`src/rtl/core/cdg_pkg.sv`:
```
// Shared types, sizes and helpers for the central-difference gradient unit.
// No dependencies; every other file in rtl/core imports this package.
package cdg_pkg;

  // Frame limits and the widths that follow from them
  localparam int MAX_WIDTH  = 2048;
  localparam int MAX_HEIGHT = 4096;
  localparam int COL_W      = $clog2(MAX_WIDTH);
  localparam int ROW_W      = $clog2(MAX_HEIGHT);
  localparam int WID_W      = $clog2(MAX_WIDTH + 1);
  localparam int HGT_W      = $clog2(MAX_HEIGHT + 1);

  // Configuration port
  localparam int CFG_WIDTH_BITS  = 12;
  localparam int CFG_HEIGHT_BITS = 13;
  localparam int CFG_DATA_W      = 13;
  localparam int CFG_IDX_W       = 1;
  localparam logic [CFG_IDX_W-1:0] REG_IMAGE_WIDTH  = 1'b0;
  localparam logic [CFG_IDX_W-1:0] REG_IMAGE_HEIGHT = 1'b1;
  localparam int RESET_WIDTH  = 640;
  localparam int RESET_HEIGHT = 480;

  // Pixel and gradient formats
  localparam int CHAN_W = 8;
  localparam int PIX_W  = 3 * CHAN_W;
  localparam int GRAD_W = CHAN_W + 1;
  localparam int OUT_FIELDS_W = ROW_W + COL_W + 6 * GRAD_W;
  localparam int OUT_DATA_W   = ((OUT_FIELDS_W + 7) / 8) * 8;

  // Queue between front and back
  localparam int Q_DEPTH = 4;
  localparam int QPTR_W  = $clog2(Q_DEPTH);
  localparam int QCNT_W  = $clog2(Q_DEPTH + 1);

  typedef struct packed {
    logic [CHAN_W-1:0] red;
    logic [CHAN_W-1:0] green;
    logic [CHAN_W-1:0] blue;
  } pix_t;

  typedef struct packed {
    logic signed [GRAD_W-1:0] red;
    logic signed [GRAD_W-1:0] green;
    logic signed [GRAD_W-1:0] blue;
  } grad3_t;

  typedef struct packed {
    logic [WID_W-1:0] image_width;
    logic [HGT_W-1:0] image_height;
    logic             restart;
  } dim_cfg_t;

  // One queue entry: up to three results raised by one pixel.
  // a: pixel above (row-1, col); b: left neighbour on the last row (row, col-1);
  // c: the frame's final pixel itself.
  typedef struct packed {
    logic             has_a;
    logic             has_b;
    logic             has_c;
    logic [ROW_W-1:0] row;
    logic [COL_W-1:0] col;
    grad3_t           gx_a;
    grad3_t           gy_a;
    grad3_t           gx_b;
  } q_entry_t;

  typedef struct packed {
    logic              not_empty;
    logic [QCNT_W-1:0] level;
  } q_stat_t;

  typedef struct packed {
    logic [ROW_W-1:0] row;
    logic [COL_W-1:0] col;
    grad3_t           gx;
    grad3_t           gy;
    logic             last;
    logic             eof;
  } result_t;

  function automatic grad3_t pix_diff(input pix_t a, input pix_t b);
    grad3_t d;
    d.blue  = $signed({1'b0, a.blue})  - $signed({1'b0, b.blue});
    d.green = $signed({1'b0, a.green}) - $signed({1'b0, b.green});
    d.red   = $signed({1'b0, a.red})   - $signed({1'b0, b.red});
    return d;
  endfunction

  function automatic logic [WID_W-1:0] clamp_width(input logic [CFG_WIDTH_BITS-1:0] v);
    logic [WID_W-1:0] r;
    if (v == '0) r = WID_W'(1);
    else if (32'(v) > MAX_WIDTH) r = WID_W'(MAX_WIDTH);
    else r = WID_W'(v);
    return r;
  endfunction

  function automatic logic [HGT_W-1:0] clamp_height(input logic [CFG_HEIGHT_BITS-1:0] v);
    logic [HGT_W-1:0] r;
    if (v == '0) r = HGT_W'(1);
    else if (32'(v) > MAX_HEIGHT) r = HGT_W'(MAX_HEIGHT);
    else r = HGT_W'(v);
    return r;
  endfunction

endpackage

```
`src/rtl/core/cdg_back.sv`:
```
// Back end: unpacks each queue entry into its results, one per beat,
// through a single output register. Uses cdg_pkg.
module cdg_back (
  input  logic                 clk,
  input  logic                 rst_n,
  input  cdg_pkg::q_entry_t    head,
  input  cdg_pkg::q_stat_t     q_stat,
  output logic                 pop,
  output logic                 out_tvalid,
  input  logic                 out_tready,
  output cdg_pkg::result_t     out_res
);
  import cdg_pkg::*;

  localparam logic [2:0] PICK_A = 3'b001;
  localparam logic [2:0] PICK_B = 3'b010;
  localparam logic [2:0] PICK_C = 3'b100;

  logic [2:0] sent_r, pend, pick;
  logic       load, pick_last;
  logic       out_valid_r;
  result_t    out_res_r, res;

  assign pend = {head.has_c, head.has_b, head.has_a} & ~sent_r;

  always_comb begin
    if (pend[0])      pick = PICK_A;
    else if (pend[1]) pick = PICK_B;
    else              pick = PICK_C;
  end

  assign pick_last = ((pend & ~pick) == '0);
  assign load      = q_stat.not_empty && (!out_valid_r || out_tready);
  assign pop       = load && pick_last;

  always_comb begin
    res      = '0;
    res.row  = head.row;
    res.col  = head.col;
    res.last = pick_last;
    case (pick)
      PICK_A: begin
        res.row = head.row - ROW_W'(1);
        res.gx  = head.gx_a;
        res.gy  = head.gy_a;
      end
      PICK_B: begin
        res.col = head.col - COL_W'(1);
        res.gx  = head.gx_b;
      end
      PICK_C: begin
        res.eof = 1'b1;
      end
      default: begin
        res.gx = '0;
      end
    endcase
  end

  always_ff @(posedge clk) begin
    if (!rst_n) begin
      sent_r      <= '0;
      out_valid_r <= 1'b0;
    end else begin
      if (load) sent_r <= pick_last ? '0 : (sent_r | pick);
      if (load) out_valid_r <= 1'b1;
      else if (out_tready) out_valid_r <= 1'b0;
    end
  end

  always_ff @(posedge clk) begin
    if (load) out_res_r <= res;
  end

  assign out_tvalid = out_valid_r;
  assign out_res    = out_res_r;

  a_eof_is_last: assert property (@(posedge clk) disable iff (!rst_n)
    out_valid_r && out_res_r.eof |-> out_res_r.last)
    else $error("end-of-frame result not last of its pixel");

  a_sent_subset: assert property (@(posedge clk) disable iff (!rst_n)
    q_stat.not_empty |-> pend != '0)
    else $error("queue head has no result left to send");

endmodule

```
`config.mk`:
```
export PLATFORM = sky130hd
export DESIGN_NAME = cdg_back
export DESIGN_NICKNAME = d
export VERILOG_FILES = /design/src/rtl/core/cdg_pkg.sv /design/src/rtl/core/cdg_back.sv
export SDC_FILE = /design/constraint.sdc
export NUM_CORES = 1
export LEC_CHECK = 0
export ABC_CLOCK_PERIOD_IN_PS = 15500
export BUFFER_PORTS_ARGS = -buffer_cell sky130_fd_sc_hd__buf_2
export CORE_UTILIZATION = 47
export DETAILED_ROUTE_END_ITERATION = 10
export GPL_ROUTABILITY_DRIVEN = 0
export PLACE_DENSITY_LB_ADDON = 0.25
export SLEW_MARGIN = 10
export SYNTH_ARGS = -nofsm -noshare
export SYNTH_HDL_FRONTEND = slang
export SYNTH_SLANG_ARGS = --single-unit
```
`constraint.sdc`:
```
create_clock -name clk -period 15.5 [get_ports clk]
set_input_delay 1.55 -clock clk [delete_from_list [all_inputs] [get_ports clk]]
set_output_delay 1.55 -clock clk [all_outputs]
set_load 0.01 [all_outputs]
```
==> impl_metrics.yaml <==
global_route:
  grt.overflow.total: 0
  grt.met3_usage_pct: 6.82
  grt_max_degree: 84
  antenna_found_initial: 0
  grt_most_used_layer: "met2"
  grt_pass1_vias: 2345
  gr-usage-met2_pct: 35.0
  grt_usage_pct: 20.6
  use_met1_pct: 24.2
  grt_pass1_wl_um: 11500
route:
  vias: 2548
  vias_per_cell: 4.89
  drt_first_iter_violations: 152
  routed_wl_um: 7770
  dr.pass1.iters: 4
  wl_per_cell_um: 14.9
  drc: 0
  ant_nets: 0
timing:
  setup_violations: 0
  slew_headroom_pct: 24.5
  clock_skew_ns: 0.00650
  fin_tns_setup_ns: 0
  slew_violations: 0
  fmax_ghz: 0.207
  tightest_slew_ns: 1.13
  timing.final.crit_period_ns: 4.83
  hold_violations: 0
  holdWs_ns: 0.463
  fin_crit_sh_pct: 31.2
  rsz0062_at_grt: "no"
cells_and_area:
  utilization_pct: 67.6
  antenna_cells: 0
  area_growth_syn_to_layout_pct: 36.6
  layout_commonest_cell: "buf_2"
  fin_nets: 536
  nFillCells: 511
  layout_common_cells: "191 x buf_2, 79 x edfxtp_1, 28 x and2_1"
  drive_above_1_share_pct: 50.1
place:
  hpwl_um: 5740
  port_buffers: 191
clock_tree:
  clk_latency_ns: 0.34
  root_buffer: "clkbuf_8"
  clkSlewWorstSetupHoldPaths_ns: 0.08
  hold_buffers: 0
  postCtsSetupRepairBufs: 0
  cts_sinks: 83
  post_cts_resize_count: 0
  cts_tree: "yes"
  numCtsBuffers: 9
  cts_buffer_depth: 2
  htreeDepth: 3
worst_setup_path:
  worst-endpoint-required_ns: 13.95
  r2r_cells: 4
  reg2reg_from: "sent_r[0]$_SDFFE_PN0P_"
  startpoint_type: "primary input"
  endpoint_kind: "output pin"
  worstPathMaxFanout: 59
  r2r_end: "out_res[73]$_DFFE_PP_"
  regToRegSetupSlack_ns: 13.15
  path_class: "in -> out"
  critPathArrivalTime_ns: 3.28
logic_synthesis:
  synth_top_area_share_pct: 69.0
  yosysUniqueCellTypes: 31
  ys_seq_elements: 83
  synth.avg_cell_area_um2: 15.1
  synth_edf_count: 79
  yosys_warnings: 0
  yosys.area.top_type: "edfxtp_1"
  ys_seq_area_share_pct: 71.4
  syn-cell-area_um2: 3440
  syn_nets: 343
  ys.flop_type: "edfxtp_1"
  synthArstFlopShare_pct: 0
  synth_area_leaders: "edfxtp_1 69%, a22o_1 6.9%, and2_1 5.1%"
  synth_cells: 227
floorplanning:
  die_h_um: 87.5
  start_util_pct: 49.5
  core_area_um2: 6940
  fp-row-count: 30
  io_pins: 195
  fp.dieW_um: 87.5
  die-area_um2: 7660
run_status:
  status: "completed"
pwr:
  combinationalPowerShare_pct: 14.1
  p_seq_share_pct: 55.2
  p_per_area_nw_per_um2: 104
  switchingPower_uw: 116
  clockPowerShare_pct: 30.7
  p_int_uw: 370
  total_leakage_power_uw: 0.00208
  max-vdd-ir-drop_v: 0.0000519
  switching_share_pct: 23.9
run:
  maxCapViolCount: 0
worst_hold_path:
  hold_start: "sent_r[2]$_SDFFE_PN0P_"
  hold_path_end: "sent_r[2]$_SDFFE_PN0P_"
  min_path_cells: 2
  hold_path.class: "reg -> reg"
==> critical path, stage by stage <==
cell     delay (ns)
buf_2          0.10
nor2b_4        0.90
nor2_1         0.19
o311a_1        0.38
buf_2          0.15
==> stage by stage <==
stage / cell area, um2 / power (uW) / cells / worst slack (ns)
2_1_floorplan: 3440 / 308 / 227 / 8.03
3_3_place_gp: 4500 / 341 / 505 / 10.66
3_5_place_dp: 4500 / 344 / 505 / 10.59
4_1_cts: 4690 / 492 / 521 / 10.59
5_1_grt: 4690 / 508 / 521 / 10.48
6_report: 4690 / 487 / 521 / 10.67
==> layout make-up <==
type	count	area, um2	share of cell area (%)
well taps	96	120	2.56
clock inverters	7	67.6	1.44
multi-input cells	128	938	20.0
repair buffers	193	971	20.7
clock buffers	9	124	2.64
flip-flops and latches	83	2450	52.3
inverters	5	18.8	0.400
==> how the worst max path moves through the flow <==
stage	end	slack [ns]	start	cells past startpoint
after floorplan	pop	8.03	out_tready	3
after global placement	pop	10.66	head[106]	5
after CTS	pop	10.59	head[106]	5
after detailed placement	pop	10.59	head[106]	5
after global routing	pop	10.48	head[106]	5
final	pop	10.67	head[106]	5
==> cells in the mapped netlist, types with 2 or more instances <==
| cell | number |
|---|---|
| ha_1 | 2 |
| nor4_1 | 5 |
| clkbuf_1 | 11 |
| dfxtp_1 | 4 |
| nor3_1 | 3 |
| a21oi_1 | 3 |
| and2_1 | 28 |
| nor2b_1 | 4 |
| xnor2_1 | 8 |
| nor3b_1 | 2 |
| inv_1 | 5 |
| o21ai_0 | 3 |
| edfxtp_1 | 79 |
| nand2_1 | 9 |
| xor2_1 | 11 |
| a22o_1 | 27 |
| or4_1 | 2 |
| nor2_1 | 5 |
| nand3_1 | 4 |
==> state kept, by name, summed over array words and instances (netlist names) <==
register and count:
out_res 79, out_tvalid 1, sent_r 3
==> cells by family (layout without fill, tap and decap cells) <==
family / Yosys count / after routing / share of synthesized area, %
fa+ha+maj: 2 / 2 / 0.728
compound gates: 37 / 37 / 8.74
flops: 83 / 83 / 71.4
xor+xnor: 19 / 19 / 4.84
simple gates: 70 / 70 / 12.6
buf+inv: 16 / 214 / 1.75
==> power by group through the flow <==
stage | clock network, uW | registers, uW | logic (uW)
after floorplan | 0 | 284 | 23.9
after CTS | 153 | 269 | 69.8
after global routing | 162 | 270 | 75.6
final | 149 | 269 | 68.7
after global placement | 0 | 273 | 68.0
after detailed placement | 0 | 274 | 69.6
==> layer usage <==
layer,share of wire [%],routed length [um],vias to the layer above
li1,-,-,1244
met1,38,2920,1165
met2,52,4070,125
met3,8.5,660,14
met4,1.6,126,0
met5,0,0,-
Power figures use the tool's default switching activity.
