[src/rtl/core/cdg_pkg.sv]
// Shared types, sizes and helpers for the central-difference gradient unit.
// No dependencies; every other file in rtl/core imports this package.
package cdg_pkg;

  // Frame limits and the widths that follow from them
  localparam int MAX_WIDTH  = 2048;
  localparam int MAX_HEIGHT = 4096;
  localparam int COL_W      = $clog2(MAX_WIDTH);
  localparam int ROW_W      = $clog2(MAX_HEIGHT);
  localparam int WID_W      = $clog2(MAX_WIDTH + 1);
  localparam int HGT_W      = $clog2(MAX_HEIGHT + 1);

  // Configuration port
  localparam int CFG_WIDTH_BITS  = 12;
  localparam int CFG_HEIGHT_BITS = 13;
  localparam int CFG_DATA_W      = 13;
  localparam int CFG_IDX_W       = 1;
  localparam logic [CFG_IDX_W-1:0] REG_IMAGE_WIDTH  = 1'b0;
  localparam logic [CFG_IDX_W-1:0] REG_IMAGE_HEIGHT = 1'b1;
  localparam int RESET_WIDTH  = 640;
  localparam int RESET_HEIGHT = 480;

  // Pixel and gradient formats
  localparam int CHAN_W = 8;
  localparam int PIX_W  = 3 * CHAN_W;
  localparam int GRAD_W = CHAN_W + 1;
  localparam int OUT_FIELDS_W = ROW_W + COL_W + 6 * GRAD_W;
  localparam int OUT_DATA_W   = ((OUT_FIELDS_W + 7) / 8) * 8;

  // Queue between front and back
  localparam int Q_DEPTH = 4;
  localparam int QPTR_W  = $clog2(Q_DEPTH);
  localparam int QCNT_W  = $clog2(Q_DEPTH + 1);

  typedef struct packed {
    logic [CHAN_W-1:0] red;
    logic [CHAN_W-1:0] green;
    logic [CHAN_W-1:0] blue;
  } pix_t;

  typedef struct packed {
    logic signed [GRAD_W-1:0] red;
    logic signed [GRAD_W-1:0] green;
    logic signed [GRAD_W-1:0] blue;
  } grad3_t;

  typedef struct packed {
    logic [WID_W-1:0] image_width;
    logic [HGT_W-1:0] image_height;
    logic             restart;
  } dim_cfg_t;

  // One queue entry: up to three results raised by one pixel.
  // a: pixel above (row-1, col); b: left neighbour on the last row (row, col-1);
  // c: the frame's final pixel itself.
  typedef struct packed {
    logic             has_a;
    logic             has_b;
    logic             has_c;
    logic [ROW_W-1:0] row;
    logic [COL_W-1:0] col;
    grad3_t           gx_a;
    grad3_t           gy_a;
    grad3_t           gx_b;
  } q_entry_t;

  typedef struct packed {
    logic              not_empty;
    logic [QCNT_W-1:0] level;
  } q_stat_t;

  typedef struct packed {
    logic [ROW_W-1:0] row;
    logic [COL_W-1:0] col;
    grad3_t           gx;
    grad3_t           gy;
    logic             last;
    logic             eof;
  } result_t;

  function automatic grad3_t pix_diff(input pix_t a, input pix_t b);
    grad3_t d;
    d.blue  = $signed({1'b0, a.blue})  - $signed({1'b0, b.blue});
    d.green = $signed({1'b0, a.green}) - $signed({1'b0, b.green});
    d.red   = $signed({1'b0, a.red})   - $signed({1'b0, b.red});
    return d;
  endfunction

  function automatic logic [WID_W-1:0] clamp_width(input logic [CFG_WIDTH_BITS-1:0] v);
    logic [WID_W-1:0] r;
    if (v == '0) r = WID_W'(1);
    else if (32'(v) > MAX_WIDTH) r = WID_W'(MAX_WIDTH);
    else r = WID_W'(v);
    return r;
  endfunction

  function automatic logic [HGT_W-1:0] clamp_height(input logic [CFG_HEIGHT_BITS-1:0] v);
    logic [HGT_W-1:0] r;
    if (v == '0) r = HGT_W'(1);
    else if (32'(v) > MAX_HEIGHT) r = HGT_W'(MAX_HEIGHT);
    else r = HGT_W'(v);
    return r;
  endfunction

endpackage

[src/rtl/core/cdg_queue.sv]
// Short queue of per-pixel result entries between front and back.
// Uses cdg_pkg for the entry type and depth.
module cdg_queue (
  input  logic                 clk,
  input  logic                 rst_n,
  input  logic                 push,
  input  cdg_pkg::q_entry_t    push_entry,
  input  logic                 pop,
  output cdg_pkg::q_entry_t    head,
  output cdg_pkg::q_stat_t     stat
);
  import cdg_pkg::*;

  q_entry_t          slot_r [Q_DEPTH];
  logic [QPTR_W-1:0] wr_ptr_r, rd_ptr_r;
  logic [QCNT_W-1:0] count_r, count_nxt;

  always_comb begin
    count_nxt = count_r;
    if (push && !pop) count_nxt = count_r + QCNT_W'(1);
    else if (pop && !push) count_nxt = count_r - QCNT_W'(1);
  end

  always_ff @(posedge clk) begin
    if (!rst_n) begin
      wr_ptr_r <= '0;
      rd_ptr_r <= '0;
      count_r  <= '0;
    end else begin
      if (push) wr_ptr_r <= wr_ptr_r + QPTR_W'(1);
      if (pop)  rd_ptr_r <= rd_ptr_r + QPTR_W'(1);
      count_r <= count_nxt;
    end
  end

  always_ff @(posedge clk) begin
    if (push) slot_r[wr_ptr_r] <= push_entry;
  end

  assign head           = slot_r[rd_ptr_r];
  assign stat.not_empty = (count_r != '0);
  assign stat.level     = count_r;

  a_no_overflow: assert property (@(posedge clk) disable iff (!rst_n)
    push && !pop |-> count_r != QCNT_W'(Q_DEPTH))
    else $error("queue written while full");

  a_no_underflow: assert property (@(posedge clk) disable iff (!rst_n)
    pop |-> count_r != '0)
    else $error("queue read while empty");

endmodule

[config.mk]
export PLATFORM = sky130hd
export DESIGN_NAME = cdg_queue
export DESIGN_NICKNAME = d
export VERILOG_FILES = /design/src/rtl/core/cdg_pkg.sv /design/src/rtl/core/cdg_queue.sv
export SDC_FILE = /design/constraint.sdc
export NUM_CORES = 1
export LEC_CHECK = 0
export ABC_AREA = 1
export BUFFER_PORTS_ARGS = -buffer_cell sky130_fd_sc_hd__buf_4
export CORE_MARGIN = 2
export CORE_UTILIZATION = 30
export DETAILED_ROUTE_END_ITERATION = 12
export PLACE_DENSITY = 0.54
export SLEW_MARGIN = 25
export SYNTH_ARGS = -nofsm -noshare
export SYNTH_HDL_FRONTEND = slang
export SYNTH_SLANG_ARGS = --single-unit
[constraint.sdc]
create_clock -name clk -period 6.7 [get_ports clk]
set_input_delay 1.34 -clock clk [delete_from_list [all_inputs] [get_ports clk]]
set_output_delay 1.34 -clock clk [all_outputs]
set_load 0.02 [all_outputs]
==> reports/metrics.csv, run 1 <==
metric;value;unit
outcome;finished clean;
clk_skew;12.11;ps
Buffers & Inverters on Critical Path;3;
final net count;1424;
CTS Buf Count;47;
worst-path fanout max;120;
instance count of the mapped netlist;1093;
Switch Pwr;1.490;mW
switching part of the total;23.88;%
slowest cell on the critical path;inv_6;
Synth Register Bits;437;
data required time at the worst endpoint;5360;ps
met2 Track Usage GR;20.47;%
M1 GR Usage;18.21;%
FMAX;228.2;MHz
final setup fails;0;
leakage;6.836;nW
crit path cell chain;inv_6 -> buf_4 -> nor2_1 -> o22ai_1 -> buf_4;
startpoint types;flip-flop;
count leader, synth;edfxtp_1;
Hold-fix buffers, CTS;0;
CP dominant cell by count;buf_4;
WS Path Type;reg -> out;
drt drc;0;
relative slew slack;37.04;%
# fillers;5038;
core area;0.05371;mm^2
# Post-CTS Setup Buffers;0;
critical path data arrival time;3040;ps
DRT Pass-1 Iters;5;
CP top delay family;buffers and inverters;
sequential share of power;50.6;%
remaining antenna violation count;0;
Pins Over Slew Limit;0;
post-layout min period;4382;ps
Mapped Nets;1210;
Layout area overhead;22.33;%
main combinational cell family by area after synthesis;compound AO/OA/AOI/OAI gates;
asr flop ratio synth;0;%
RD Place Congestion;0.7252;
number of vias per cell;4.732;
clk sinks;437;
Site Rows;85;
CP endpoint kind;output port;
Area contributors post-synth;edfxtp_1 (79%), o21ai_0 (6.3%), nor2_1 (5.1%);
mux cell area share after synthesis;0;%
Cell Pwr Density;313.0;mW/mm^2
Avg Cell Area, Syn;14.91;um^2
P_int;4.748;mW
Initial Util;30.33;%
EDFF count, synth;428;
Register Area;0.01304;mm^2
CTS H-tree lvls;2;
Yosys warnings;0;
final hold vios;0;
RSZ-0062 raised after global routing;no;
die span in x;237.0;um
Antenna Cells;0;
XOR/XNOR Fraction of Synth Area;0;%
post-synthesis cell area;0.01629;mm^2
DIE HEIGHT;237.0;um
clock power share;38.6;%
max-capacitance violation count;0;
DP Wirelength;20710;um
final instance area;0.01993;mm^2
area leader, netlist;edfxtp_1;
post-cts resize count;0;
synth cell count leaders;edfxtp_1 (428), nor2_1 (220), o21ai_0 (205), o22ai_1 (107), clkbuf_1 (36);
Final Util;37.11;%
Yosys cell types;21;
DP Area;0.01852;mm^2
WL final;38010;um
Compound-Gate Fraction of Synth Area;10.99;%
Clock Path Buffers;3;
area share of fa/ha/maj cells after synthesis;0.5069;%
layout cells sized above 1;22.61;%
area share of the largest cell type after synthesis;78.89;%
clk_lat worst skew;570;ps
largest net degree at the start of global routing;121;
clock-pin slew on the worst setup and hold paths;60;ps
Post-Synth Simple-Gate Area;5.368;%
number of port buffers;221;
CP max stage delay;720;ps
GRT Total Usage;13.34;%
min-delay worst type;reg -> reg;
worst slew pin tran;944.3;ps
routed vias;9634;
sequential fraction of the synthesis area;79.99;%
DR WL/cell;18.67;um
area of the multi-input gates;0.002748;mm^2
DRT iter0 DRCs;564;
CTS root buf;clkbuf_16;
Boundary Pins;222;
first-pass GRT wire length;57120;um
vias in the first global route;9372;
CTS tree;built;
fin crit share;65.40;%
Top Usage Layer GRT;met2;
Synth Flop Type;edfxtp_1;
full die area;0.05619;mm^2
initial antenna violation count;3;
power share of the combinational group;10.7;%
Setup TNS;0;ps
Overflow after GRT;0;
Peak VDD IR;161.3;uV
GR Util met3;3.591;%
==> flip-flops by register name, indices dropped and copies added, names as in the netlist, named ones only <==
name and count:
rd_ptr_r 2, wr_ptr_r 2, slot_r 428, count_r 3
==> placed cells by master, fill, tap and decap left out, drive strengths merged <==
master,count
edfxtp,428
buf,235
nor2,220
o21ai,220
o22ai,107
clkbuf,65
inv,18
clkinv,13
nand2,10
dfxtp,9
ha,5
a21oi,4
clkinvlp,2
nand3,1
nand4,1
fa,1
bufinv,1
==> cell type report <==
| type | count | area share, % |
|---|---|---|
| Tap cell | 696 | 4.370 |
| Clock inverter | 17 | 0.5902 |
| Multi-Input combinational cell | 569 | 13.79 |
| Timing Repair Buffer | 235 | 8.915 |
| Clock buffer | 65 | 6.504 |
| Sequential cell | 437 | 65.43 |
| Inverter | 17 | 0.4018 |
==> per-layer routing <==
metal / share of wire [%] / wire, um
met1: 46 / 17320
met2: 45 / 17160
met3: 6.8 / 2598
met4: 2.3 / 887
met5: 0.12 / 46
==> power by group through the flow <==
stage / Sequential (mW) / Combinational (mW) / Clock [mW]
after floorplan: 3.21 / 0.373 / 0
after global placement: 3.22 / 0.678 / 0
after detailed placement: 3.22 / 0.684 / 0
after CTS: 3.16 / 0.686 / 2.49
after global routing: 3.17 / 0.733 / 2.60
final: 3.16 / 0.671 / 2.41
==> stage by stage <==
stage / instances / hold WS, ps / setup slack (ps) / power (mW)
after floorplan: 1093 / 411.5 / 2801 / 3.588
after global placement: 1954 / 420.5 / 2873 / 3.893
after detailed placement: 1954 / 427.7 / 2857 / 3.901
after CTS: 2036 / 441.3 / 2225 / 6.340
after global routing: 2036 / 478.2 / 2016 / 6.503
final: 2036 / 448.4 / 2318 / 6.238
==> cell families (layout without fill, tap and decap cells) <==
logic type,Yosys count,after routing
AOI/OAI and AO/OA,331,331
adders and majority gates,6,6
buffers and inverters,87,334
DFF,437,437
and+or+nand+nor,232,232
==> worst paths after layout <==
check / from / endpoint / slack, ps / cells after the start
worst min register to register: rd_ptr_r[1] / flip-flop / 450 / 1
worst min-delay path: rd_ptr_r[1] / flip-flop / 450 / 1
worst max register to register: wr_ptr_r[0] / slot_r[2][39] / 4230 / 5
worst max-delay path: flip-flop / head[54] / 2320 / 5
Power figures use the tool's default switching activity.
==> run 2, diff against run 1 <==
ABC_AREA = 0   (was 1)
clock period = 4.4 ns   (was 6.7 ns; I/O delays follow)
==> run 2 against run 1 <==
  * Clock-buffer cell count fell by 8
  * Largest power group unchanged
  * Clock skew down 3.5 ps
  * Area after synthesis fell by 2.7%
  * Sequential cell count is the same
  * Final cell count decreased by 22%
  * Critical path depth fell by 2
  * Wire length is 16% lower
  * Synthesized cell count fell by 45%
  * Power grew 57%
  * Global-route usage is 1.7 points lower
  * Setup slack got worse by 1300 ps
  * Highest routed layer unchanged
==> reports/metrics.csv, run 2 <==
metric;value;unit
Layout area overhead;25.61;%
initial antenna violation count;1;
final setup fails;0;
Yosys warnings;0;
worst-path fanout max;24;
crit path cell chain;buf_4 -> mux4_2 -> buf_4;
clk_lat worst skew;560;ps
Place WS;1514;ps
remaining antenna violation count;0;
clk sinks;437;
Top Metal Used;met5;
power share of the combinational group;11.3;%
Synth Register Bits;437;
RSZ-0062 raised after global routing;no;
Area contributors post-synth;edfxtp_1 (81%), mux4_2 (15%), dfxtp_1 (1.1%);
Setup TNS;0;ps
placed instance count;1499;
Avg Cell Area, Syn;26.39;um^2
worst r2r path cells;4;
Boundary Pins;222;
hold depth;2;
RD Place Congestion;0.6627;
final net count;977;
Antenna Cells;0;
commonest non-fill, non-tap cell in the layout;edfxtp_1;
Peak VDD IR;301.3;uV
P_int;7.603;mW
CP dominant cell by count;buf_4;
clk_skew;8.647;ps
Overflow after GRT;0;
FMAX;295.5;MHz
asr flop ratio synth;0;%
die span in x;233.9;um
clock-pin slew on the worst setup and hold paths;50;ps
Initial Util;30.24;%
Setup WS post-layout;1016;ps
final hold vios;0;
number of port buffers;221;
CP endpoint kind;output port;
Post-Layout Cell Count;1583;
clock power share;39.1;%
first-pass GRT wire length;47330;um
DP Wirelength;18600;um
fin crit share;76.92;%
relative slew slack;51.45;%
startpoint types;flip-flop;
drt drc;0;
worst slew pin tran;728.3;ps
DIE HEIGHT;233.9;um
# Post-CTS Setup Buffers;0;
number of vias per cell;4.452;
critical path data arrival time;2500;ps
CP max stage delay;690;ps
Cell Pwr Density;491.2;mW/mm^2
R2R Path Start;wr_ptr_r[0];
sequential share of power;49.6;%
Site Rows;84;
Largest register FFs;428;
post-layout min period;3384;ps
DRT Pass-1 Iters;4;
slowest cell on the critical path;dfxtp_4;
full die area;0.05472;mm^2
largest net degree at the start of global routing;51;
switching part of the total;22.29;%
min-delay worst type;reg -> reg;
leakage;6.614;nW
Hold-fix buffers, CTS;0;
WL final;31910;um
area share of the largest cell type after synthesis;81.04;%
DRT iter0 DRCs;327;
DR WL/cell;20.16;um
CTS Buf Count;47;
outcome;finished clean;
EDFF count, synth;428;
hold path startpoint;count_r[2];
CTS tree;built;
routed vias;7048;
post-synthesis cell area;0.01586;mm^2
synth cell count leaders;edfxtp_1 (428), mux4_2 (107), buf_2 (12), and2_1 (9), dfxtp_1 (9);
sequential fraction of the synthesis area;82.18;%
layout cells sized above 1;45.47;%
GRT Total Usage;11.64;%
M1 WL;13650;um
met2 WL;15270;um
post-cts resize count;0;
Yosys cell types;19;
WS Path Type;reg -> out;
CTS H-tree lvls;2;
Regs by FF count;slot_r x428, count_r x3;
Synth Flop Type;edfxtp_1;
max-capacitance violation count;0;
Switch Pwr;2.181;mW
Clock Path Buffers;3;
wire length on met3;2325;um
CTS root buf;clkbuf_16;
count leader, synth;edfxtp_1;
Tot Pwr;9.784;mW
commonest non-fill, non-tap cells in the layout;edfxtp_1 (428), buf_4 (227), mux4_2 (107), clkbuf_16 (49), clkinv_1 (16);
instance count of the mapped netlist;601;
area leader, netlist;edfxtp_1;
vias in the first global route;7622;
Biggest register;slot_r;
Mapped Nets;718;
core area;0.05245;mm^2
Pins Over Slew Limit;0;
data required time at the worst endpoint;3520;ps
run 2: metrics by stage:
step / hold slack [ps] / cell area, um^2 / util [%]
after floorplan: 527.6 / 15860 / -
after global placement: 497.7 / 18420 / 35.13
after detailed placement: 502.9 / 18420 / 35.13
after CTS: 471.5 / 19920 / 37.98
after global routing: 479.9 / 19920 / 37.98
final: 512.5 / 19920 / 37.98
run 2: kinds of logic after synthesis:
family          count (synthesis)  synth area share (%)
flops                         437                 82.18
mux                           109                 15.32
buf+inv                        28                 1.089
simple gates                   14                0.5364
fa+ha+maj                       6                0.5207
xor+xnor                        5                0.2762
compound gates                  2               0.07888
run 2: power by group through the flow:
stage | registers (mW) | clock network [mW] | logic (mW)
global placement | 4.94 | 0 | 1.13
CTS | 4.86 | 3.96 | 1.14
finish | 4.85 | 3.83 | 1.11
detailed placement | 4.94 | 0 | 1.14
global route | 4.87 | 4.12 | 1.19
floorplan | 4.93 | 0 | 0.645
run 2: worst paths after layout:
path,endpoint,slack [ps]
min reg2reg,count_r[2],510
max reg2reg,slot_r[2][78],2340
max,head[63],1020
min,count_r[2],510
run 2: worst max-delay path: cells and delay by family (launching register included):
kind	cells	cell delay (ps)
DFF	1	690
buffers and inverters	2	650
muxes	1	570
run 2: final cells by class:
| class | count | area, um^2 |
|---|---|---|
| fill | 4763 | 32520 |
| sequential | 437 | 13040 |
| multi-input combinational | 136 | 2664 |
| timing repair buffer | 234 | 1844 |
| clock buffer | 57 | 1256 |
| tap | 688 | 860.8 |
| clock inverter | 27 | 240.2 |
| inverter | 4 | 15.01 |
run 2: metal layers:
layer | up-vias | global-route usage, %
li1 | 3108 | -
met1 | 3705 | 15.11
met2 | 183 | 18.46
met3 | 50 | 4.049
met4 | 2 | 3.441
met5 | - | 0
==> run 3, diff against run 2 <==
clock period = 3.4 ns   (was 4.4 ns; I/O delays follow)
==> run 3 against run 2 <==
  * Combinational power rose by 32%
  * Non-clock buffer count increased by 2
  * Setup slack worse by 520 ps
  * Clock-buffer cell count increased by 5
  * Register-to-register slack got worse by 780 ps
  * Core utilization increased by 0.19 points
  * Final cell count grew 0.25%
  * Hold slack got worse by 220 ps
  * Clock power rose by 31%
  * Power is 30% higher
  * Global-route usage rose by 0.29 points
  * Largest power group unchanged
==> reports/metrics.csv, run 3 (same netlist as run 2, synthesis figures left out) <==
metric;value;unit
core area;0.05245;mm^2
max-capacitance violation count;0;
clock-pin slew on the worst setup and hold paths;60;ps
Largest register FFs;428;
RSZ-0062 raised after global routing;no;
Overflow after GRT;0;
final instance area;0.02002;mm^2
DIE HEIGHT;233.9;um
CP endpoint kind;output port;
layout cells sized above 1;46.16;%
relative slew slack;63.66;%
data required time at the worst endpoint;2720;ps
number of vias per cell;4.513;
P_int;9.882;mW
critical path data arrival time;2220;ps
CTS Buf Count;47;
clk sinks;437;
remaining antenna violation count;0;
clk_lat worst skew;580;ps
Regs by FF count;slot_r x428, count_r x3;
hold path startpoint;push_entry[103];
Site Rows;84;
Hold-fix buffers, CTS;0;
CTS root buf;clkbuf_16;
CTS H-tree lvls;2;
vias in the first global route;7858;
outcome;finished clean;
switching part of the total;22.51;%
Switch Pwr;2.871;mW
Antenna Cells;0;
commonest non-fill, non-tap cell in the layout;edfxtp_1;
DP Area;0.01850;mm^2
Layout area overhead;26.23;%
die span in x;233.9;um
Setup WS post-layout;496.1;ps
leakage;6.647;nW
post-layout min period;2904;ps
fin crit share;85.41;%
largest net degree at the start of global routing;60;
final setup fails;0;
clk_skew;20.34;ps
initial antenna violation count;1;
Setup TNS;0;ps
routed vias;7162;
DRT Pass-1 Iters;4;
GRT Total Usage;11.93;%
DR WL/cell;20.51;um
DRT iter0 DRCs;277;
final hold vios;0;
commonest non-fill, non-tap cells in the layout;edfxtp_1 (428), buf_4 (224), mux4_2 (107), clkbuf_16 (47), clkbuf_1 (15);
Min-Delay Endpoint;slot_r[2][103];
worst-path fanout max;29;
Cell Pwr Density;637.0;mW/mm^2
FMAX;344.4;MHz
post-cts resize count;0;
Peak VDD IR;433.2;uV
Clock Path Buffers;3;
final net count;979;
number of port buffers;221;
worst reg2reg endpoint;slot_r[2][94];
clock power share;39.4;%
RD Place Congestion;0.6584;
Initial Util;30.24;%
Place WS;1023;ps
WL final;32550;um
hold depth;1;
R2R Path Start;wr_ptr_r[0];
Pins Over Slew Limit;0;
flop2flop setup slack;1560;ps
DP Wirelength;19320;um
power share of the combinational group;11.5;%
first-pass GRT wire length;48190;um
drt drc;0;
worst slew pin tran;545.0;ps
Final Util;38.17;%
CTS tree;built;
Tot Pwr;12.75;mW
Biggest register;slot_r;
# Post-CTS Setup Buffers;0;
Boundary Pins;222;
sequential share of power;49.1;%
full die area;0.05472;mm^2
min-delay worst type;in -> reg;
WS Path Type;reg -> out;
startpoint types;flip-flop;
worst r2r path cells;4;
[run 3: changes by cell type in the layout (fill, tap and decap cells not counted), sizes merged]
cell / change
clkinv: -8
clkbuf: +5
inv: +3
buf: +2
bufinv: +1
clkinvlp: +1
[run 3: area by class of cell]
| type | count | area [um^2] |
|---|---|---|
| Tap cell | 688 | 860.8 |
| Timing Repair Buffer | 236 | 1922 |
| Clock inverter | 24 | 285.3 |
| Sequential cell | 437 | 13040 |
| Multi-Input combinational cell | 136 | 2664 |
| Inverter | 4 | 15.01 |
| Clock buffer | 62 | 1232 |
| Fill cell | 4742 | 32430 |
[run 3: how the worst max path moves through the flow]
stage	start	endpoint	cells after the start
after global routing	flip-flop	head[94]	3
after detailed placement	flip-flop	head[32]	3
final	flip-flop	head[94]	3
after floorplan	push	slot_r[1][0]	1
after CTS	flip-flop	head[32]	3
after global placement	flip-flop	head[32]	3
[run 3: per-layer routing]
| layer | global-route usage (%) | share of wire (%) | up-vias |
|---|---|---|---|
| li1 | - | - | 3116 |
| met1 | 15.31 | 43 | 3802 |
| met2 | 19.07 | 48 | 194 |
| met3 | 3.867 | 7.2 | 48 |
| met4 | 4.153 | 2.1 | 2 |
| met5 | 0 | 0.034 | - |
[run 3: per-stage QoR]
stage / hold WS (ps) / std cells
after floorplan: 527.6 / 601
after global placement: 501.9 / 1501
after detailed placement: 510.5 / 1501
after CTS: 253.6 / 1587
after global routing: 276.0 / 1587
final: 297.5 / 1587
[run 3: worst max-delay path, stage by stage, from the launching register on]
cell and delay (ps):
dfxtp_4 680, buf_4 420, mux4_2 360, buf_4 170
[run 3: power groups by stage]
stage	sequential [mW]	combinational (mW)	clock (mW)
after floorplan	6.36	0.835	0
after global placement	6.37	1.50	0
after detailed placement	6.38	1.52	0
after CTS	6.27	1.52	5.21
after global routing	6.28	1.59	5.39
final	6.26	1.47	5.02
